--- config.mk ---
export PLATFORM = sky130hd
export DESIGN_NAME = sbc_div
export DESIGN_NICKNAME = d
export VERILOG_FILES = /design/src/hw/rtl/sbc_pkg.sv /design/src/hw/rtl/sbc_div.sv
export SDC_FILE = /design/constraint.sdc
export NUM_CORES = 2
export LEC_CHECK = 0
export BUFFER_PORTS_ARGS = -buffer_cell sky130_fd_sc_hd__buf_2
export CAP_MARGIN = 40
export CORE_ASPECT_RATIO = 0.8
export CORE_MARGIN = 4
export CORE_UTILIZATION = 57
export DETAILED_ROUTE_END_ITERATION = 16
export GPL_ROUTABILITY_DRIVEN = 0
export PLACE_DENSITY = 0.78
export SLEW_MARGIN = 15
export SYNTH_ARGS = -nofsm -noshare
export SYNTH_HDL_FRONTEND = slang
export SYNTH_SLANG_ARGS = --single-unit
--- constraint.sdc ---
create_clock -name clk_i -period 5.7 [get_ports clk_i]
set_input_delay 1.14 -clock clk_i [delete_from_list [all_inputs] [get_ports clk_i]]
set_output_delay 1.14 -clock clk_i [all_outputs]
set_load 0.03 [all_outputs]
--- src/hw/rtl/sbc_pkg.sv ---
`default_nettype none
package sbc_pkg;

  // Coordinate width used when the top level is not told otherwise.
  localparam int COORD_WIDTH_DEF = 32;

  // The ratio t carries TFRAC fraction bits; it lies in -2.0 .. 2.0.
  localparam int TFRAC = 32;
  localparam int TW    = TFRAC + 3;
  localparam logic signed [TW-1:0] T_ONE = {2'b00, 1'b1, {TFRAC{1'b0}}};
  localparam logic [TFRAC+1:0]     T_SAT = {1'b1, {(TFRAC+1){1'b0}}};

  // Pipeline depths of the parts.
  localparam int DIV_LAT  = TFRAC + 2;
  localparam int CLIP_LAT = 2;
  localparam int LERP_LAT = 3;
  localparam int LATENCY  = DIV_LAT + CLIP_LAT + LERP_LAT + 2;

  // Box sides in the order in which they narrow the interval.
  localparam int NSIDE       = 4;
  localparam int SIDE_LEFT   = 0;
  localparam int SIDE_RIGHT  = 1;
  localparam int SIDE_BOTTOM = 2;
  localparam int SIDE_TOP    = 3;

  // Register indexes of the configuration port.
  localparam logic [1:0] REG_LEFT   = 2'd0;
  localparam logic [1:0] REG_RIGHT  = 2'd1;
  localparam logic [1:0] REG_BOTTOM = 2'd2;
  localparam logic [1:0] REG_TOP    = 2'd3;

  // Per-side facts that do not need the divider.
  typedef struct packed {
    logic pz;    // direction term is zero: the segment is parallel to the side
    logic pneg;  // direction term is negative: the side can only raise t0
    logic qnn;   // distance term is not negative: the start lies inside the side
  } side_flags_t;

  typedef struct packed {
    logic                 keep;
    logic signed [TW-1:0] t0;
    logic signed [TW-1:0] t1;
  } clip_state_t;

  typedef struct packed {
    logic keep;
    logic start_moved;
    logic end_moved;
  } clip_res_t;

  // Narrow the interval against one side; a dropped segment stays dropped.
  function automatic clip_state_t clip_side(clip_state_t st, side_flags_t f,
                                            logic signed [TW-1:0] r);
    clip_state_t nx;
    nx = st;
    if (st.keep) begin
      if (f.pz) begin
        nx.keep = f.qnn;
      end else if (f.pneg) begin
        if (r > $signed(st.t1)) begin
          nx.keep = 1'b0;
        end else if (r > $signed(st.t0)) begin
          nx.t0 = r;
        end
      end else begin
        if (r < $signed(st.t0)) begin
          nx.keep = 1'b0;
        end else if (r < $signed(st.t1)) begin
          nx.t1 = r;
        end
      end
    end
    return nx;
  endfunction

endpackage
`default_nettype wire

--- src/hw/rtl/sbc_div.sv ---
`default_nettype none
// Pipelined restoring divider: one quotient bit per stage, truncation toward
// zero, magnitude saturated at 2.0.
module sbc_div #(
  parameter int NW = 33
) (
  input  wire logic                          clk_i,
  input  wire logic signed [NW-1:0]          num_i,
  input  wire logic signed [NW-1:0]          den_i,
  output logic signed [sbc_pkg::TW-1:0]      quo_o
);

  localparam int STEPS = sbc_pkg::TFRAC;
  localparam int QW    = STEPS + 1;

  logic [NW-1:0] un, ud, rem0;
  logic          sat, q0;

  logic [NW-1:0] rem_q [STEPS+1];
  logic [NW-1:0] ud_q  [STEPS+1];
  logic [QW-1:0] q_q   [STEPS+1];
  logic          neg_q [STEPS+1];
  logic          sat_q [STEPS+1];

  logic [sbc_pkg::TFRAC+1:0] mag;
  logic signed [sbc_pkg::TW-1:0] quo_q;

  // Magnitudes, integer bit and the saturation test.
  always_comb begin
    un   = num_i[NW-1] ? NW'(-num_i) : num_i;
    ud   = den_i[NW-1] ? NW'(-den_i) : den_i;
    sat  = {1'b0, un} >= {ud, 1'b0};
    q0   = un >= ud;
    rem0 = q0 ? un - ud : un;
  end

  always_ff @(posedge clk_i) begin
    rem_q[0] <= rem0;
    ud_q[0]  <= ud;
    q_q[0]   <= QW'(q0);
    neg_q[0] <= num_i[NW-1] ^ den_i[NW-1];
    sat_q[0] <= sat;
  end

  // One fraction bit in each stage.
  for (genvar k = 1; k <= STEPS; k++) begin : g_step
    logic [NW:0] rem2;
    logic [NW:0] sub;
    logic        ge;

    assign rem2 = {rem_q[k-1], 1'b0};
    assign sub  = rem2 - {1'b0, ud_q[k-1]};
    assign ge   = rem2 >= {1'b0, ud_q[k-1]};

    always_ff @(posedge clk_i) begin
      rem_q[k] <= ge ? sub[NW-1:0] : rem2[NW-1:0];
      ud_q[k]  <= ud_q[k-1];
      q_q[k]   <= {q_q[k-1][QW-2:0], ge};
      neg_q[k] <= neg_q[k-1];
      sat_q[k] <= sat_q[k-1];
    end
  end

  // Apply saturation and the sign.
  assign mag = sat_q[STEPS] ? sbc_pkg::T_SAT : {1'b0, q_q[STEPS]};

  always_ff @(posedge clk_i) begin
    quo_q <= neg_q[STEPS] ? -$signed({1'b0, mag}) : $signed({1'b0, mag});
  end

  assign quo_o = quo_q;

endmodule
`default_nettype wire

# Yosys cells after proc, flatten, opt, wreduce, memory -nomap -nowiden
# Memory sizes are Yosys's and may differ from the RTL's.
# Index checks and enable logic that the tools add are counted.
[op_classes]
n_addsub = 36
n_lt_le_gt_ge = 34
bitwise_logic = 1
muxes = 37
[ops]
columns = ["cell", "count"]
rows = [
  ["2-to-1 mux 33 bit", 35],
  ["subtractor 33 bit", 33],
  ["greater-or-equal comparator 34 x 33 -> 1 bit", 32],
  ["2-to-1 mux 34 bit", 2],
  ["negation 33 bit", 2],
  ["negation 34 -> 35 bit", 1],
  ["greater-or-equal comparator 33 x 34 -> 1 bit", 1],
  ["greater-or-equal comparator 33 bit", 1],
  ["XOR 1 bit", 1],
]
[totals]
mem_bits_rw = 3333
word_cells = 115
output_inout_bits = 35
n_memories = 5
input_bits = 67
register_bits = 35
[mem_list]
columns = ["memory", "depth", "width", "rd", "rd_clocked_by_memory_dff", "write_ports", "line", "rtl"]
rows = [
  ["q_q", 33, 33, 33, 0, 33, "sbc_div.sv:21", "logic [QW-1:0] q_q [STEPS+1];"],
  ["rem_q", 33, 33, 32, 0, 33, "sbc_div.sv:19", "logic [NW-1:0] rem_q [STEPS+1];"],
  ["ud_q", 33, 33, 32, 0, 33, "sbc_div.sv:20", "logic [NW-1:0] ud_q [STEPS+1];"],
  ["neg_q", 33, 1, 33, 0, 33, "sbc_div.sv:22", "logic neg_q [STEPS+1];"],
  ["sat_q", 33, 1, 33, 0, 33, "sbc_div.sv:23", "logic sat_q [STEPS+1];"],
]

# Longest topological paths before layout
[depth]
ltp_word = 4
depth_mapped = 20
depth_no_buf = 18

# Worst setup path before layout
# No wires, ideal clock.
[synth_timing]
path_kind = "in2reg"
from = "in num_i[4]"
to = "mem rem_q[0][24]"
stages = 17
setup_ns = 0.123
setup_slack_ns = 0.330
required_ns = 5.577
arrival_ns = 5.246
n_path_buf = 2
cell_sequence = "or3_1 > or3b_1 > or2_1 > or3_1 > or3_1 > or2_1 > o31ai_2 > xnor2_1 > ha_1 > clkbuf_1 > a21o_1 > a211oi_1 > o211ai_1 > nand2_1 > o21ai_4 > buf_4 > mux2_1"
[synth_lines]
columns = ["item", "line", "rtl"]
rows = [
  ["from (decl)", "sbc_div.sv:8", "input wire logic signed [NW-1:0] num_i,"],
  ["to (decl)", "sbc_div.sv:19", ""],
]

==> flow_metrics.tcl <==
set metrics [dict create \
    first_global_vias 90640 \
    synth-edff-count 0 \
    slew_violations 0 \
    start_kind "primary input" \
    antenna_found_initial 10 \
    mostFrequentLayoutCell "dfxtp_1" \
    grt_first_pass_wirelength_microns 489400 \
    grt_overflow_total 0 \
    via_per_inst 5.687 \
    multi_input_area_sq_um 64580 \
    grt_use_total_pct 26.04 \
    clock.fmax_mhz 195.6 \
    layout.cells.non_filler 17125 \
    p_leak_uw 0.06441 \
    wl_microns 309000 \
    maxCapViolations 0 \
    mostFrequentLayoutCells "dfxtp_1 (2773), inv_1 (1377), ha_1 (1121)" \
    hold_ws_ns 0.3036 \
    worst_setup_path_end_kind "register" \
    crit_type "primary input to register" \
    htree_levels 5 \
    path_cells "buf_2 -> or3_1 -> or3b_1 -> or2_1 -> or3_1 -> or3_1 -> or2_1 -> o31ai_2 -> xnor2_1 -> ha_1 -> a21o_1 -> a211oi_1 -> buf_4 -> a21oi_1 -> nand3_1 -> o21ai_4 -> buf_12 -> nand3b_1 -> mux2_4 -> nand3_2" \
    status "finished, violations left" \
    boundaryPins 102 \
    wire_per_inst_microns 18.04 \
    violations "antenna violations" \
    hold_viol 0 \
    max-slew-margin-rel_pct 39.62 \
    power.density_nw_per_um2 708.2 \
    fin_crit_sh_pct 89.71 \
    coreArea_sq_um 220200 \
    rows 154 \
    numClockSinks 2774 \
    dieArea_sq_um 229300 \
    drt_first_iter_violations 9806 \
    yosys_most_used_dff "dfxtp_1" \
    post_cts_resized 0 \
    die_h_microns 429.1 \
    critPathSlowestCell "or3_1" \
    io_buffers 101 \
    synthCells 13762 \
    cts_tree "yes" \
    worst_slew_pin_slew_ns 0.8943 \
    max_stage_delay_ns 0.44 \
    setup_viol 0 \
    ant_nets 1 \
    start_util_pct 57.36 \
    drc_errors 0 \
    dp.cells 16631 \
    grt_max_degree 62 \
    place_hpwl_microns 235400 \
    synthArstFlopShare_pct 0 \
    synth-seq-cells 2774 \
    die_width_microns 534.4 \
    regArea_sq_um 55530 \
    fill_cells 17774 \
    finalPower_uw 99080 \
    postSynthAreaPerCell_sq_um 9.180 \
    critPathMostFrequentCell "or3_1" \
    min_period_ns 5.114 \
    dr.pass1.iters 6 \
    hp-class "register to register" \
    cts_setup_buffers 0 \
    fin_setup_tns_ns 0 \
    synth_area_sq_um 126300 \
    drive_gt1_share_pct 7.390 \
    cts-root-buf "clkbuf_16" \
    cts_buffers 274 \
    final_nets 15168 \
    pre_cts_ws_ns -0.09566 \
    ir_drop_uv 404.9 \
    grt_setup_unrepaired "no" \
    path_max_fanout 30 \
    synth-seq-area-share_pct 43.96 \
    holdBufCountCts 0 \
    cp.arrival_ns 5.89 \
    crit_required_ns 6.48 \
    syn_nets 14982 \
    cts.clk_slew.worst_paths_ns 0.06 \
    fin_worst_skew_ns 0.04079 \
    layout_setup_ws_ns 0.5864 \
    cts_buffer_depth 4 \
    clk_latency_ns 0.85 \
    syn2layout_area_growth_pct 10.73 \
    vias 97397 \
    synth_cell_type_count 103 \
    yosys_warnings 0 \
]
-- state kept, by name (all words and copies together), names as in the netlist --
register  cells
quo_o        35
sat_q        33
q_q         561
neg_q        33
rem_q      1056
ud_q       1056
-- worst max-delay path, delay by kind of cell --
family	cells	cell delay (ns)
AND/OR/NAND/NOR	9	2.51
AO/OA/AOI/OAI	5	1.00
buffers and inverters	3	0.46
adder cells (fa/ha/maj)	1	0.33
XOR/XNOR	1	0.14
multiplexers	1	0.28
-- per-layer routing --
layer  vias to the layer above  part of all wire, %  track usage [%]  routed length [microns]
li1                      48248                    -                -                        -
met1                     45070                   46            37.37                   143200
met2                      3543                   43            40.22                   133200
met3                       536                  8.2            5.286                    25360
met4                         0                  2.4            6.167                     7293
met5                         -                    0                0                        0
-- layout make-up --
type / instances / area share, %
antenna: 7 / 0.01252
tap: 2964 / 2.651
inverter: 1384 / 3.714
clock buffer: 369 / 5.638
clock inverter: 113 / 1.057
sequential: 2774 / 39.70
multi-input combinational: 9303 / 46.16
timing repair buffer: 211 / 1.068
-- worst paths after layout --
path,start,cells after the start,slack [ns],endpoint
max,num_i[4],20,0.59,rem_q[0][32]
min,q_q[24][17],0,0.30,q_q[25][18]
max reg2reg,rem_q[0][891],13,1.39,rem_q[0][938]
min reg2reg,q_q[24][17],0,0.30,q_q[25][18]
-- cells by family after synthesis --
| family | after synthesis | share of synthesized area (%) |
|---|---|---|
| AO/OA/AOI/OAI | 3703 | 18.42 |
| AND/OR/NAND/NOR | 3309 | 12.60 |
| flip-flops | 2774 | 43.96 |
| buffers and inverters | 1685 | 5.034 |
| adder cells (fa/ha/maj) | 1153 | 11.61 |
| XOR/XNOR | 882 | 6.115 |
| multiplexers | 256 | 2.261 |
-- power by group --
part	total, uW	switching, uW	internal (uW)
clock network	18700	7610	11100
logic	49500	28400	21000
registers	30900	4330	26600
-- through the flow --
stage | instance area [sq um] | util, %
after floorplan | 126300 | -
after global placement | 130200 | 59.13
after detailed placement | 130400 | 59.23
after CTS | 139800 | 63.48
after global routing | 139900 | 63.51
final | 139900 | 63.52
-- cell usage after synthesis (165+ instances only) --
cell	instances	area (sq um)
xnor2_1	502	4397
a21oi_1	1054	5275
nor3_1	222	1111
nor2_1	828	3108
nand3_1	248	1241
mux2_2	229	2579
nor2b_1	165	1032
ha_1	1121	14030
xor2_1	380	3328
a21o_1	540	4054
dfxtp_1	2774	55530
clkbuf_1	266	998.5
nand2_1	999	3750
o21ai_0	963	4820
inv_1	1377	5169
Note: power is estimated with default switching activity, not from simulation.
