[src/hw/rtl/sbc_pkg.sv]
`default_nettype none
package sbc_pkg;

  // Coordinate width used when the top level is not told otherwise.
  localparam int COORD_WIDTH_DEF = 32;

  // The ratio t carries TFRAC fraction bits; it lies in -2.0 .. 2.0.
  localparam int TFRAC = 32;
  localparam int TW    = TFRAC + 3;
  localparam logic signed [TW-1:0] T_ONE = {2'b00, 1'b1, {TFRAC{1'b0}}};
  localparam logic [TFRAC+1:0]     T_SAT = {1'b1, {(TFRAC+1){1'b0}}};

  // Pipeline depths of the parts.
  localparam int DIV_LAT  = TFRAC + 2;
  localparam int CLIP_LAT = 2;
  localparam int LERP_LAT = 3;
  localparam int LATENCY  = DIV_LAT + CLIP_LAT + LERP_LAT + 2;

  // Box sides in the order in which they narrow the interval.
  localparam int NSIDE       = 4;
  localparam int SIDE_LEFT   = 0;
  localparam int SIDE_RIGHT  = 1;
  localparam int SIDE_BOTTOM = 2;
  localparam int SIDE_TOP    = 3;

  // Register indexes of the configuration port.
  localparam logic [1:0] REG_LEFT   = 2'd0;
  localparam logic [1:0] REG_RIGHT  = 2'd1;
  localparam logic [1:0] REG_BOTTOM = 2'd2;
  localparam logic [1:0] REG_TOP    = 2'd3;

  // Per-side facts that do not need the divider.
  typedef struct packed {
    logic pz;    // direction term is zero: the segment is parallel to the side
    logic pneg;  // direction term is negative: the side can only raise t0
    logic qnn;   // distance term is not negative: the start lies inside the side
  } side_flags_t;

  typedef struct packed {
    logic                 keep;
    logic signed [TW-1:0] t0;
    logic signed [TW-1:0] t1;
  } clip_state_t;

  typedef struct packed {
    logic keep;
    logic start_moved;
    logic end_moved;
  } clip_res_t;

  // Narrow the interval against one side; a dropped segment stays dropped.
  function automatic clip_state_t clip_side(clip_state_t st, side_flags_t f,
                                            logic signed [TW-1:0] r);
    clip_state_t nx;
    nx = st;
    if (st.keep) begin
      if (f.pz) begin
        nx.keep = f.qnn;
      end else if (f.pneg) begin
        if (r > $signed(st.t1)) begin
          nx.keep = 1'b0;
        end else if (r > $signed(st.t0)) begin
          nx.t0 = r;
        end
      end else begin
        if (r < $signed(st.t0)) begin
          nx.keep = 1'b0;
        end else if (r < $signed(st.t1)) begin
          nx.t1 = r;
        end
      end
    end
    return nx;
  endfunction

endpackage
`default_nettype wire

[src/hw/rtl/sbc_clip.sv]
`default_nettype none
// Interval narrowing: left and right sides in the first stage, bottom and top
// in the second. A payload rides along unchanged.
module sbc_clip #(
  parameter int PAY_W = 1
) (
  input  wire logic                               clk_i,
  input  wire logic                               rst_ni,
  input  wire logic                               valid_i,
  input  wire sbc_pkg::side_flags_t [sbc_pkg::NSIDE-1:0] side_i,
  input  wire logic signed [sbc_pkg::TW-1:0]      ratio_i [sbc_pkg::NSIDE],
  input  wire logic [PAY_W-1:0]                   pay_i,
  output logic                                    valid_o,
  output sbc_pkg::clip_res_t                      res_o,
  output logic signed [sbc_pkg::TW-1:0]           t0_o,
  output logic signed [sbc_pkg::TW-1:0]           t1_o,
  output logic [PAY_W-1:0]                        pay_o
);

  sbc_pkg::clip_state_t init_st, st_a_d, st_a_q, st_b_d, st_b_q;
  sbc_pkg::side_flags_t bot_q, top_q;
  logic signed [sbc_pkg::TW-1:0] r_bot_q, r_top_q;
  logic [PAY_W-1:0] pay_a_q, pay_b_q;
  logic v_a_q, v_b_q;

  // First stage: start from 0..1, then left and right.
  always_comb begin
    init_st.keep = 1'b1;
    init_st.t0   = '0;
    init_st.t1   = sbc_pkg::T_ONE;
    st_a_d = sbc_pkg::clip_side(init_st, side_i[sbc_pkg::SIDE_LEFT],
                                ratio_i[sbc_pkg::SIDE_LEFT]);
    st_a_d = sbc_pkg::clip_side(st_a_d, side_i[sbc_pkg::SIDE_RIGHT],
                                ratio_i[sbc_pkg::SIDE_RIGHT]);
  end

  // Second stage: bottom and top.
  always_comb begin
    st_b_d = sbc_pkg::clip_side(st_a_q, bot_q, r_bot_q);
    st_b_d = sbc_pkg::clip_side(st_b_d, top_q, r_top_q);
  end

  always_ff @(posedge clk_i or negedge rst_ni) begin
    if (!rst_ni) begin
      v_a_q <= 1'b0;
      v_b_q <= 1'b0;
    end else begin
      v_a_q <= valid_i;
      v_b_q <= v_a_q;
    end
  end

  always_ff @(posedge clk_i) begin
    st_a_q  <= st_a_d;
    bot_q   <= side_i[sbc_pkg::SIDE_BOTTOM];
    top_q   <= side_i[sbc_pkg::SIDE_TOP];
    r_bot_q <= ratio_i[sbc_pkg::SIDE_BOTTOM];
    r_top_q <= ratio_i[sbc_pkg::SIDE_TOP];
    pay_a_q <= pay_i;
    st_b_q  <= st_b_d;
    pay_b_q <= pay_a_q;
  end

  assign valid_o           = v_b_q;
  assign res_o.keep        = st_b_q.keep;
  assign res_o.start_moved = $signed(st_b_q.t0) > 0;
  assign res_o.end_moved   = $signed(st_b_q.t1) < sbc_pkg::T_ONE;
  assign t0_o              = st_b_q.t0;
  assign t1_o              = st_b_q.t1;
  assign pay_o             = pay_b_q;

endmodule
`default_nettype wire

[config.mk]
export PLATFORM = sky130hd
export DESIGN_NAME = sbc_clip
export DESIGN_NICKNAME = d
export VERILOG_FILES = /design/src/hw/rtl/sbc_pkg.sv /design/src/hw/rtl/sbc_clip.sv
export SDC_FILE = /design/constraint.sdc
export NUM_CORES = 1
export LEC_CHECK = 0
export ABC_AREA = 1
export ABC_CLOCK_PERIOD_IN_PS = 7370
export BUFFER_PORTS_ARGS = -buffer_cell sky130_fd_sc_hd__buf_2
export CAP_MARGIN = 5
export CORE_MARGIN = 5
export CORE_UTILIZATION = 47
export CTS_BUF_LIST = sky130_fd_sc_hd__clkbuf_4 sky130_fd_sc_hd__clkbuf_8
export DETAILED_ROUTE_END_ITERATION = 16
export PLACE_DENSITY = 0.7
export SLEW_MARGIN = 25
export SYNTH_ARGS = -nofsm -noshare
export SYNTH_HDL_FRONTEND = slang
export SYNTH_SLANG_ARGS = --single-unit
[constraint.sdc]
create_clock -name clk_i -period 7.37 [get_ports clk_i]
set_clock_uncertainty 0.1 [all_clocks]
set_input_delay 0.737 -clock clk_i [delete_from_list [all_inputs] [get_ports clk_i]]
set_output_delay 0.737 -clock clk_i [all_outputs]
set_load 0.005 [all_outputs]
==> Word level (Yosys, flattened, before mapping) <==
Cells that the tools add are included.
{ "word_totals": {"elab_cells": 83, "regBits": 222, "out_inout_bits": 75, "latchBits": 0, "ramBits": 0, "memories": 0, "romBits": 0} }
{ "classes": {"add_sub_neg": 0, "div_mod_pow": 0, "n_reduce_logical": 0, "n_mul": 0, "muxes": 47, "n_shift": 0, "order_cmp": 18, "eq_ne": 0, "bitwise": 0} }
{ "op_table": {"columns": ["op", "n"], "rows": [
  ["35-bit two-way mux", 24],
  ["70-bit two-way mux", 6],
  ["35-bit > comparator", 6],
  ["35-bit < comparator", 6],
  ["71-bit two-way mux", 1],
  ["35-bit by 1-bit > comparator with 1-bit output, second input constant", 2],
  ["35-bit by 34-bit < comparator with 1-bit output, second input constant", 2],
  ["35-bit by 34-bit > comparator with 1-bit output, second input constant", 1],
  ["35-bit by 1-bit < comparator with 1-bit output, second input constant", 1],
  ["1-bit two-way mux", 16]
]} }

==> Longest topological paths before layout <==
{ "logic_depth": {"depth_word": 12, "depth_mapped": 38, "ltp_nobuf": 36} }

==> Least setup slack after synthesis <==
OpenSTA, ideal clock, no wires.
{ "synth_path": {"path_kind": "flip-flop to flip-flop", "startpoint": "register st_a_q[26] (netlist bit)", "endpoint": "register st_b_q, in the netlist t1_o[10]", "required_time_ns": 7.157, "arrival_ns": 3.686, "setup_ns": 0.113, "path_buffers": 2, "path_stages_with_launch": 31, "setup_slack_ns": 3.471, "path_cell_list": "dfxtp_1 > inv_1 > ha_1 > nand2_1 > inv_1 > a21oi_1 > nand2_1 > nand2_1 > nand2_1 > nor2_1 > nand3_1 > nand3_2 > buf_1 > nand4_1 > nand2_1 > inv_1 > ha_1 > nand3_1 > nor2_1 > nand2_1 > nor2_1 > nand3_1 > nand3_1 > nand2_1 > nand2_1 > nand2_1 > nor2_4 > nand3_4 > buf_6 > nand2_1 > nand2_1"} }
{ "synth_lines": {"columns": ["element", "line", "text"], "rows": [
  ["start, declared", "sbc_clip.sv:20", "sbc_pkg::clip_state_t init_st, st_a_d, st_a_q, st_b_d, st_b_q;"],
  ["start signal, assigned", "sbc_clip.sv:54", "st_a_q <= st_a_d;"],
  ["end signal, assigned", "sbc_clip.sv:60", "st_b_q <= st_b_d;"],
  ["end, declared", "sbc_clip.sv:20", null]
]} }

==> qor.txt <==
residual overflow from global routing - 0
number of hold buffers added after cts - 1
mean area per synthesized cell - 6.92 um2
met2 capacity usage during global routing - 37.8%
final wirelength - 43200 um
FILL cells - 2938
Total Routing Usage GR - 24.7%
fin area - 0.0164 mm2
Max transition margin - 47.6%
min-delay worst type - in2reg
portion of the clock cycle consumed by the worst path in the final layout - 77.1%
flops & latches, synth - 222
clock power share - 36.6%
height of the die - 184 um
global-route track usage on met3 - 4.02%
DRC viols - 0
total area of multi-input combinational cells - 0.00811 mm2
total count of hold-check failures in the final report - 0
transition at the pin with the smallest max-transition slack - 0.786 ns
Setup Buffers After CTS - 0
worst slack after detailed placement - 1.87 ns
clock tree from TritonCTS - yes
largest voltage drop on the vdd net - 87.0 uV
Worst EP required - 7.66 ns
clk sink count - 222
setup total negative slack - 0 ns
highest-delay cell along the critical path - sky130_fd_sc_hd__nand3_2
Synth cell types - 30
Register Area - 0.00445 mm2
layout net count - 2629
ANT nets after route - 0
dominant cell type by count on the critical path - sky130_fd_sc_hd__nand2_1
initial antenna violation count - 0
number of setup violations in the final report - 0
vias in the first global route - 13.2k
commonest cells after routing, fill and taps aside - 588 x sky130_fd_sc_hd__nand2_1, 348 x sky130_fd_sc_hd__inv_1, 230 x sky130_fd_sc_hd__buf_2
die outline width - 184 um
Vias - 14.0k
antenna fix cells - 0
clock root buffer - sky130_fd_sc_hd__clkbuf_8
commonest non-fill, non-tap cell in the layout - sky130_fd_sc_hd__nand2_1
min setup slack post-route - 1.69 ns
per-cell via count in the routed design - 5.25
global routing met1 resource utilization - 35.2%
clock period minus worst slack - 5.68 ns
Pins Over Slew Limit - 0
routability-driven placement congestion ratio - 1.01
switching power total - 0.864 mW
Cells after Synth - 2056
Clock Latency Late Sink - 0.52 ns
outcome - finished, final reports clean
standard-cell row count - 63
full die area - 0.0339 mm2
Top-Level Pins - 231
maximum number of pins on one net before global-route repair - 74
number of buffers inserted by port buffering - 230
combinational share of power - 18.8%
share of cells above drive strength 1 - 14.0%
router iterations before antenna repair - 6
flop2flop setup slack - 1.69 ns
H-tree depth reported by CTS - 2
max-capacitance violation count - 0
Max Root-Sink Buffers - 3
total power divided by cell area - 181 mW/mm2
Resized cells post-CTS - 0
setup repair after global routing missed its margin - false
number of synthesis warnings - 0
DR WL/cell - 16.1 um
sequential share of power - 44.6%
initial core utilization - 47.8%
clock transition time at the flip-flop clock pins of the worst setup and hold paths - 0.06 ns
number of design-rule violations left by the first detailed-router iteration - 1336
CP peak stage delay - 0.75 ns
cell area after synthesis - 0.0142 mm2
critical path startpoint category - flop
critical setup path kind - reg2reg
internal power - 2.10 mW
layout overhead on the synthesized area - 15.0%
switch share - 29.2%
upper clock frequency limit - 0.176 GHz
Critical Path End Type - flop
area of the placeable core - 0.0298 mm2
DP Wirelength - 35200 um
Seq/Total Area, Yosys - 31.3%
critical-path maximum fanout - 36
clock buffer count from CTS - 35
critical path arrival - 5.98 ns
Cell Area, Placed - 0.0156 mm2
global-route wire length before repair - 68100 um
utilization after layout - 55.0%
peak-usage layer in the global routing report - met2
leakage power of the design - 8.23 nW
[state kept, by name, summed over array words and instances, names as in the netlist, 3 cells and up]
register  flops
t0_o         35
top_q         3
t1_o         35
r_bot_q      35
r_top_q      35
st_a_q       71
bot_q         3
[layout make-up]
cell class / instances / share of cell area [%]
repair buffers: 244 / 7.69
inverters: 350 / 8.02
well taps: 390 / 2.98
clock inverters: 7 / 0.367
multi-input cells: 1411 / 49.5
flip-flops and latches: 222 / 27.2
clock buffers: 53 / 4.23
[Yosys cell counts (all sizes together)]
cell type / instances / area, um2
a21o: 8 / 60.1
a21oi: 90 / 450
and2: 1 / 6.26
buf: 47 / 284
clkbuf: 28 / 108
clkinv: 1 / 3.75
conb: 1 / 3.75
dfrtp: 2 / 50.1
dfxtp: 220 / 4400
ha: 209 / 2620
inv: 349 / 1310
nand2: 591 / 2230
nand3: 48 / 285
nand3b: 2 / 15.0
nand4: 178 / 1110
nor2: 129 / 499
nor3: 41 / 205
nor3b: 2 / 15.0
nor4: 15 / 93.8
o21a: 4 / 30.0
o21ai: 88 / 440
o21bai: 2 / 15.0
[metal layers]
metal	share of wire (%)	wire, um	vias to the layer above
met3	8.6	3730	81
met2	42	18000	613
met4	3.2	1390	0
li1	-	-	7095
met5	0	0	-
met1	46	20100	6256
[worst paths after layout]
path / end / cells after the start / from
max: t1_o[28] / 31 / st_a_q[22]
min: r_bot_q[32] / 1 / ratio_i[67]
max reg2reg: t1_o[28] / 31 / st_a_q[22]
min reg2reg: pay_o / 0 / pay_a_q
max in group asynchronous: valid_o / 2 / rst_ni
min in group asynchronous: v_a_q / 2 / rst_ni
[per-stage QoR]
step                instances  hold slack, ns  power [mW]
detailed placement       2616           0.215        1.89
floorplan                2058           0.210        1.69
global placement         2616           0.215        1.88
global route             2677           0.187        3.13
finish                   2677           0.210        2.96
CTS                      2677           0.191        2.98
[power groups by stage]
stage	Sequential, mW	Combinational (mW)	Clock (mW)
4_1_cts	1.32	0.551	1.11
3_5_place_dp	1.35	0.547	0
3_3_place_gp	1.35	0.533	0
6_report	1.32	0.555	1.08
5_1_grt	1.33	0.637	1.17
2_1_floorplan	1.32	0.365	0
[cells by family after synthesis]
logic type,count (synthesis),share of synthesized area (%)
buffers and inverters,425,12.0
adders and majority gates,209,18.4
AOI/OAI and AO/OA,192,7.00
DFF,222,31.3
other,1,0.0263
and+or+nand+nor,1007,31.3
[worst max-delay path: cells and delay by family (launching register included)]
kind | cells | cell delay [ns]
flip-flops | 1 | 0.38
adder cells (fa/ha/maj) | 2 | 0.43
AND/OR/NAND/NOR | 26 | 4.39
buffers and inverters | 3 | 0.20
No activity file was read; power rests on OpenSTA's default activity.
