--- src/hw/rtl/sbc_pkg.sv ---
`default_nettype none
package sbc_pkg;

  // Coordinate width used when the top level is not told otherwise.
  localparam int COORD_WIDTH_DEF = 32;

  // The ratio t carries TFRAC fraction bits; it lies in -2.0 .. 2.0.
  localparam int TFRAC = 32;
  localparam int TW    = TFRAC + 3;
  localparam logic signed [TW-1:0] T_ONE = {2'b00, 1'b1, {TFRAC{1'b0}}};
  localparam logic [TFRAC+1:0]     T_SAT = {1'b1, {(TFRAC+1){1'b0}}};

  // Pipeline depths of the parts.
  localparam int DIV_LAT  = TFRAC + 2;
  localparam int CLIP_LAT = 2;
  localparam int LERP_LAT = 3;
  localparam int LATENCY  = DIV_LAT + CLIP_LAT + LERP_LAT + 2;

  // Box sides in the order in which they narrow the interval.
  localparam int NSIDE       = 4;
  localparam int SIDE_LEFT   = 0;
  localparam int SIDE_RIGHT  = 1;
  localparam int SIDE_BOTTOM = 2;
  localparam int SIDE_TOP    = 3;

  // Register indexes of the configuration port.
  localparam logic [1:0] REG_LEFT   = 2'd0;
  localparam logic [1:0] REG_RIGHT  = 2'd1;
  localparam logic [1:0] REG_BOTTOM = 2'd2;
  localparam logic [1:0] REG_TOP    = 2'd3;

  // Per-side facts that do not need the divider.
  typedef struct packed {
    logic pz;    // direction term is zero: the segment is parallel to the side
    logic pneg;  // direction term is negative: the side can only raise t0
    logic qnn;   // distance term is not negative: the start lies inside the side
  } side_flags_t;

  typedef struct packed {
    logic                 keep;
    logic signed [TW-1:0] t0;
    logic signed [TW-1:0] t1;
  } clip_state_t;

  typedef struct packed {
    logic keep;
    logic start_moved;
    logic end_moved;
  } clip_res_t;

  // Narrow the interval against one side; a dropped segment stays dropped.
  function automatic clip_state_t clip_side(clip_state_t st, side_flags_t f,
                                            logic signed [TW-1:0] r);
    clip_state_t nx;
    nx = st;
    if (st.keep) begin
      if (f.pz) begin
        nx.keep = f.qnn;
      end else if (f.pneg) begin
        if (r > $signed(st.t1)) begin
          nx.keep = 1'b0;
        end else if (r > $signed(st.t0)) begin
          nx.t0 = r;
        end
      end else begin
        if (r < $signed(st.t0)) begin
          nx.keep = 1'b0;
        end else if (r < $signed(st.t1)) begin
          nx.t1 = r;
        end
      end
    end
    return nx;
  endfunction

endpackage
`default_nettype wire

--- src/hw/rtl/sbc_lerp.sv ---
`default_nettype none
// Moves one coordinate to a + round(t * d) over three stages: two partial
// products, their rounded sum, then the add or subtract.
module sbc_lerp #(
  parameter int COORD_WIDTH = 32
) (
  input  wire logic                          clk_i,
  input  wire logic signed [COORD_WIDTH-1:0] base_i,
  input  wire logic signed [COORD_WIDTH:0]   delta_i,
  input  wire logic signed [sbc_pkg::TW-1:0] t_i,
  input  wire logic                          move_i,
  output logic signed [COORD_WIDTH-1:0]      coord_o
);

  localparam int DW = COORD_WIDTH + 1;
  localparam int HW = (DW > 32) ? DW - 32 : 1;
  localparam int UW = 32 + HW;
  localparam int TU = sbc_pkg::TFRAC + 1;
  localparam int PW = HW + 34;

  logic [DW-1:0]      ud;
  logic [UW-1:0]      ud_pad;
  logic [TU-1:0]      ut;
  logic [TU+31:0]     plo_q;
  logic [HW+TU-1:0]   phi_q;
  logic [TU+32:0]     lo_rnd;
  logic [PW-1:0]      prod_d, prod_q;
  logic signed [COORD_WIDTH-1:0] base_a_q, base_b_q, coord_q;
  logic dneg_a_q, dneg_b_q, move_a_q, move_b_q;
  logic signed [DW-1:0] sum_ext;

  // Partial products of |d| split at bit 32.
  assign ud     = delta_i[DW-1] ? DW'(-delta_i) : delta_i;
  assign ud_pad = UW'(ud);
  assign ut     = t_i[TU-1:0];

  always_ff @(posedge clk_i) begin
    plo_q    <= ud_pad[31:0] * ut;
    phi_q    <= ud_pad[UW-1:32] * ut;
    base_a_q <= base_i;
    dneg_a_q <= delta_i[DW-1];
    move_a_q <= move_i;
  end

  // Round the low product to whole output units and add the high one.
  assign lo_rnd = {1'b0, plo_q} + (TU+33)'(64'h8000_0000);
  assign prod_d = PW'(phi_q) + PW'(lo_rnd[TU+32:32]);

  always_ff @(posedge clk_i) begin
    prod_q   <= prod_d;
    base_b_q <= base_a_q;
    dneg_b_q <= dneg_a_q;
    move_b_q <= move_a_q;
  end

  // Step from the base towards the other end; the result stays in range.
  always_comb begin
    if (dneg_b_q) begin
      sum_ext = DW'(base_b_q) - $signed(prod_q[DW-1:0]);
    end else begin
      sum_ext = DW'(base_b_q) + $signed(prod_q[DW-1:0]);
    end
  end

  always_ff @(posedge clk_i) begin
    coord_q <= move_b_q ? sum_ext[COORD_WIDTH-1:0] : base_b_q;
  end

  assign coord_o = coord_q;

endmodule
`default_nettype wire

--- config.mk ---
export PLATFORM = sky130hd
export DESIGN_NAME = sbc_lerp
export DESIGN_NICKNAME = d
export VERILOG_FILES = /design/src/hw/rtl/sbc_pkg.sv /design/src/hw/rtl/sbc_lerp.sv
export SDC_FILE = /design/constraint.sdc
export NUM_CORES = 2
export LEC_CHECK = 0
export ABC_CLOCK_PERIOD_IN_PS = 11160
export BUFFER_PORTS_ARGS = -buffer_cell sky130_fd_sc_hd__buf_2
export CAP_MARGIN = 25
export CORE_ASPECT_RATIO = 1.1
export CORE_MARGIN = 2
export CORE_UTILIZATION = 40
export DETAILED_ROUTE_END_ITERATION = 10
export PLACE_DENSITY = 0.66
export SYNTH_ARGS = -nofsm -noshare
export SYNTH_HDL_FRONTEND = slang
export SYNTH_SLANG_ARGS = --single-unit
--- constraint.sdc ---
create_clock -name clk_i -period 11.16 [get_ports clk_i]
set_clock_uncertainty 0.05 [all_clocks]
set_input_delay 2.232 -clock clk_i [delete_from_list [all_inputs] [get_ports clk_i]]
set_output_delay 2.232 -clock clk_i [all_outputs]
set_load 0.005 [all_outputs]
Word level (Yosys, flattened, before mapping)
Cells that the tools add are included.

Flip-flop bits (word level): 228. Bits of input ports: 102. Logic and storage cells: 20.

$add $sub $neg: 5. Multiply operators: 2. Muxes and demuxes: 3.

Operator list (count): adder 32 bit (2); adder 64 x 32 -> 64 bit, second input constant (1); multiplier 32 x 33 -> 64 bit (1); 2-to-1 mux 32 bit (2); multiplier 1 x 33 -> 32 bit (1); 2-to-1 mux 33 bit (1); negator 33 bit (1); subtractor 32 bit (1).

Logic depth before layout (Yosys ltp)
Depth after elaboration: 3. Mapped depth: 36.

Worst setup path after synthesis
No wires, ideal clock.

Kind: input to register. From: input port delta_i[0]. To: register plo_q[57]. Data arrival time: 10.655 ns. Required time: 10.991 ns. Slack: 0.336 ns. Stages on the path: 32. Path buffers: 2. Cell sequence: clkbuf_1 > inv_1 > ha_1 > nor2b_1 > nand3_1 > or4_1 > or4_1 > o31ai_1 > xnor2_1 > clkbuf_1 > nand2_1 > fa_1 > inv_1 > fa_1 > fa_1 > fa_1 > fa_1 > fa_1 > fa_1 > inv_1 > fa_1 > inv_1 > ha_1 > nand4_1 > inv_1 > nand3_1 > a2111oi_0 > a221oi_1 > a21o_1 > o21bai_1 > a31oi_1 > xnor2_1.

Longest elaborated chain between the ends: 3.

Ends and longest elaborated chain: start, declared (line sbc_lerp.sv:9) `input wire logic signed [COORD_WIDTH:0] delta_i,`; negator 33 bit (line sbc_lerp.sv:33) `assign ud = delta_i[DW-1] ? DW'(-delta_i) : delta_i;`; 2-to-1 mux 33 bit (*) (line sbc_lerp.sv:33); multiplier 32 x 33 -> 64 bit (*) (line sbc_lerp.sv:38) `plo_q <= ud_pad[31:0] * ut;`; end signal, assigned (line sbc_lerp.sv:38); end, declared (line sbc_lerp.sv:24) `logic [TU+31:0] plo_q;`.

Every way passes the cells marked *; elsewhere a longest branch is shown, timed or not.

Worst setup path in the final report
From: input port delta_i[1]. To: register plo_q[59].

The elaborated chain is that of the path after synthesis.

==> metrics.md <==
| Metric | Value |
|---|---|
| Initial antenna violation count | 5 |
| Detail Placement HPWL | 91700 microns |
| Min Hold Slack | 279.0 ps |
| Slew margin rel. | 0.2777 |
| CP Capture Type | flop |
| GRT Util Overall | 0.2115 |
| Slowest cell on the critical path | fa_1 |
| Die height | 345.1 microns |
| Cts hold-fix bufs | 0 |
| R2R cell count | 14 |
| Worst-path fanout max | 4 |
| Synth area leaders | fa_1 44%, ha_1 9.5%, dfxtp_1 9.3% |
| Tmin final | 10820 ps |
| Initial core utilization | 0.4020 |
| Seq/Total Area, Yosys | 0.09320 |
| Htree depth | 4 |
| Dpl cells | 6211 |
| Largest net degree at the start of global routing | 45 |
| CP Launch Point | delta_i[1] |
| Post-synthesis net count | 6012 |
| Area leader, netlist | fa_1 |
| Hold Crit Depth | 0 |
| CP Data Arrival Time | 11090 ps |
| Most used DFF post-synth | dfxtp_1 |
| R2R Path Start | prod_q[4]$_DFF_P_ |
| Core area | 0.1053 sq mm |
| DRT Wirelength | 111800 microns |
| Clk slew on worst S/H paths | 80 ps |
| Least-Margin Pin Slew | 1083 ps |
| Final hold vios | 0 |
| CP peak stage delay | 590 ps |
| Placement Cell Area | 0.04624 sq mm |
| Initial DRT Pass Iterations | 6 |
| Via count | 31800 |
| CTS Root Cell | clkbuf_16 |
| Cell Area, Synth | 0.04231 sq mm |
| Setup violators final | 0 |
| Post-route DRC | 0 |
| First-pass GRT wire length | 182700 microns |
| Avg Inst Size Synth | 9.073 sq um |
| Synth-to-layout area growth | 11.33% |
| Row cnt | 125 |
| Cell mode on critical path | fa_1 |
| Synth top area share | 0.4381 |
| Most common cell in the netlist | inv_1 |
| First DRT Iteration DRCs | 1890 |
| Post-Synthesis Cells | 4664 |
| Hold WC Path Type | flop to flop |
| Fmax achieved | 0.09245 GHz |
| Final RePlAce weighted congestion | 0.8712 |
| Clk sink count | 197 |
| Die area | 0.1084 sq mm |
| Post-synth ARST share | 0 |
| Hold Path Origin | base_a_q[17]$_DFF_P_ |
| Post-synth EDFFs | 0 |
| Pins over their slew limit | 0 |
| Final worst setup slack | 343.3 ps |
| Ports | 134 |
| IO buf count | 131 |
| Final cell count without fillers | 6251 |
| Final period util | 0.9692 |
| CTS max path bufs | 2 |
| Vias in the first global route | 34260 |
| Post-route ant nets | 0 |
| Design Area, Final | 0.04711 sq mm |
| Filler cells | 10130 |
| CP required | 11430 ps |
| MaxCap Viol Count | 0 |
| Yosys cell types | 78 |
| Grt total ovfl | 0 |
| Most frequent cells after synthesis | 993 x inv_1, 926 x fa_1, 731 x nand2_1 |
| Worst setup SP type | input pin |
| Outcome | complete, no violations |
| Worst slack, placed | -394.3 ps |
| Layout cells sized above 1 | 0.1070 |
| #FFs+latches synth | 197 |
| # nets final | 6187 |
| Synth warn | 0 |
| Die extent in x | 314.1 microns |
| CTS tree | yes |
| Sequential cell area | 0.003945 sq mm |
| Vias/cell | 5.086 |
| Multi-input gate area | 0.03420 sq mm |
| Cts bufs inserted | 17 |
| Wire per inst | 17.89 microns |
| Clock Latency Late Sink | 440 ps |
| Crit path kind | input pin to flop |
critical path, delay by kind of cell:
kind,cells,cell delay (ps)
AND/OR/NAND/NOR,9,1950
AO/OA/AOI/OAI,6,1150
buffers and inverters,11,1130
adder cells (fa/ha/maj),10,4520
XOR/XNOR,1,110
cell families after synthesis:
logic type / after synthesis / share of synthesized area
and+or+nand+nor: 1444 / 0.1656
adders and majority gates: 1246 / 0.5327
buffers and inverters: 1217 / 0.1084
AOI/OAI and AO/OA: 353 / 0.05524
DFF: 197 / 0.09320
xor gates and xnor gates: 179 / 0.03749
muxes: 28 / 0.007363
what timing repair did:
action / 4_1_cts / 5_1_grt
hold endpoints to repair: 0 / 0
setup endpoints to repair: 0 / 15
buffers inserted: 0 / 5
gates resized for setup: 0 / 39
sequential cells by signal (all words and copies together), names as in the netlist:
signal and cells:
base_a_q 32, base_b_q 32, coord_o 32, dneg_a_q 1, dneg_b_q 1, move_a_q 1, move_b_q 1, phi_q 32
plo_q 33, prod_q 32
routing by layer:
layer | wire length, microns | vias up | GRT usage
met4 | 4397 | 8 | 0.06894
met5 | 44 | - | 0
met3 | 6949 | 262 | 0.02558
met1 | 44740 | 16190 | 0.2695
met2 | 55690 | 1052 | 0.3709
li1 | - | 14280 | -
stage by stage:
step / util / setup TNS, ps
after global routing: 0.4475 / -50.83
after floorplan: - / 0
final: 0.4476 / 0
after CTS: 0.4451 / 0
after global placement: 0.4393 / -2765
after detailed placement: 0.4393 / -2910
area by class of cell:
type | count | area share
multi-input combinational | 3250 | 0.7260
sequential | 197 | 0.08374
inverter | 993 | 0.07912
timing repair buffer | 380 | 0.06114
tap | 1397 | 0.03710
clock buffer | 17 | 0.009030
clock inverter | 15 | 0.003745
antenna | 2 | 0.0001062
placed cells by master, fill, tap and decap left out, types with 5 or more instances in the layout:
| cell type | netlist | routed |
|---|---|---|
| ha_1 | 320 | 317 |
| buf_12 | 0 | 25 |
| nand3_1 | 39 | 38 |
| o211ai_1 | 10 | 10 |
| and3_1 | 17 | 17 |
| xor2_2 | 0 | 7 |
| clkbuf_16 | 0 | 17 |
| nor4_1 | 11 | 8 |
| o21a_1 | 13 | 13 |
| and4_1 | 8 | 8 |
| a31oi_1 | 10 | 10 |
| a21o_1 | 48 | 48 |
| buf_2 | 5 | 131 |
| o21bai_1 | 17 | 16 |
| and2_1 | 404 | 401 |
| nor3_1 | 32 | 31 |
| dfxtp_1 | 197 | 196 |
| xor2_1 | 46 | 39 |
| o41ai_1 | 6 | 6 |
| xnor2_2 | 0 | 22 |
| nand2_1 | 731 | 731 |
| or3_1 | 12 | 12 |
| or4_1 | 9 | 7 |
| a31o_2 | 5 | 5 |
| nand4_1 | 30 | 30 |
| a211oi_1 | 14 | 13 |
| o21ai_0 | 58 | 58 |
| inv_1 | 993 | 992 |
| fa_1 | 926 | 926 |
| nor2b_1 | 43 | 42 |
| o31ai_1 | 11 | 9 |
| a21oi_1 | 106 | 103 |
| xnor2_1 | 132 | 109 |
| mux2_2 | 25 | 25 |
| nor2_1 | 80 | 80 |
| buf_4 | 2 | 218 |
| nand2b_1 | 10 | 10 |
| clkinv_8 | 0 | 5 |
worst paths after layout:
kind                          endpoint  slack (ps)
hold reg to reg   base_b_q[17]$_DFF_P_         280
hold / removal    base_b_q[17]$_DFF_P_         280
setup / recovery     plo_q[59]$_DFF_P_         340
setup reg to reg   coord_o[31]$_DFF_P_        6270
Power is not shown: default switching activity piles up to over one toggle a cycle in this logic, so the estimate is an artifact.
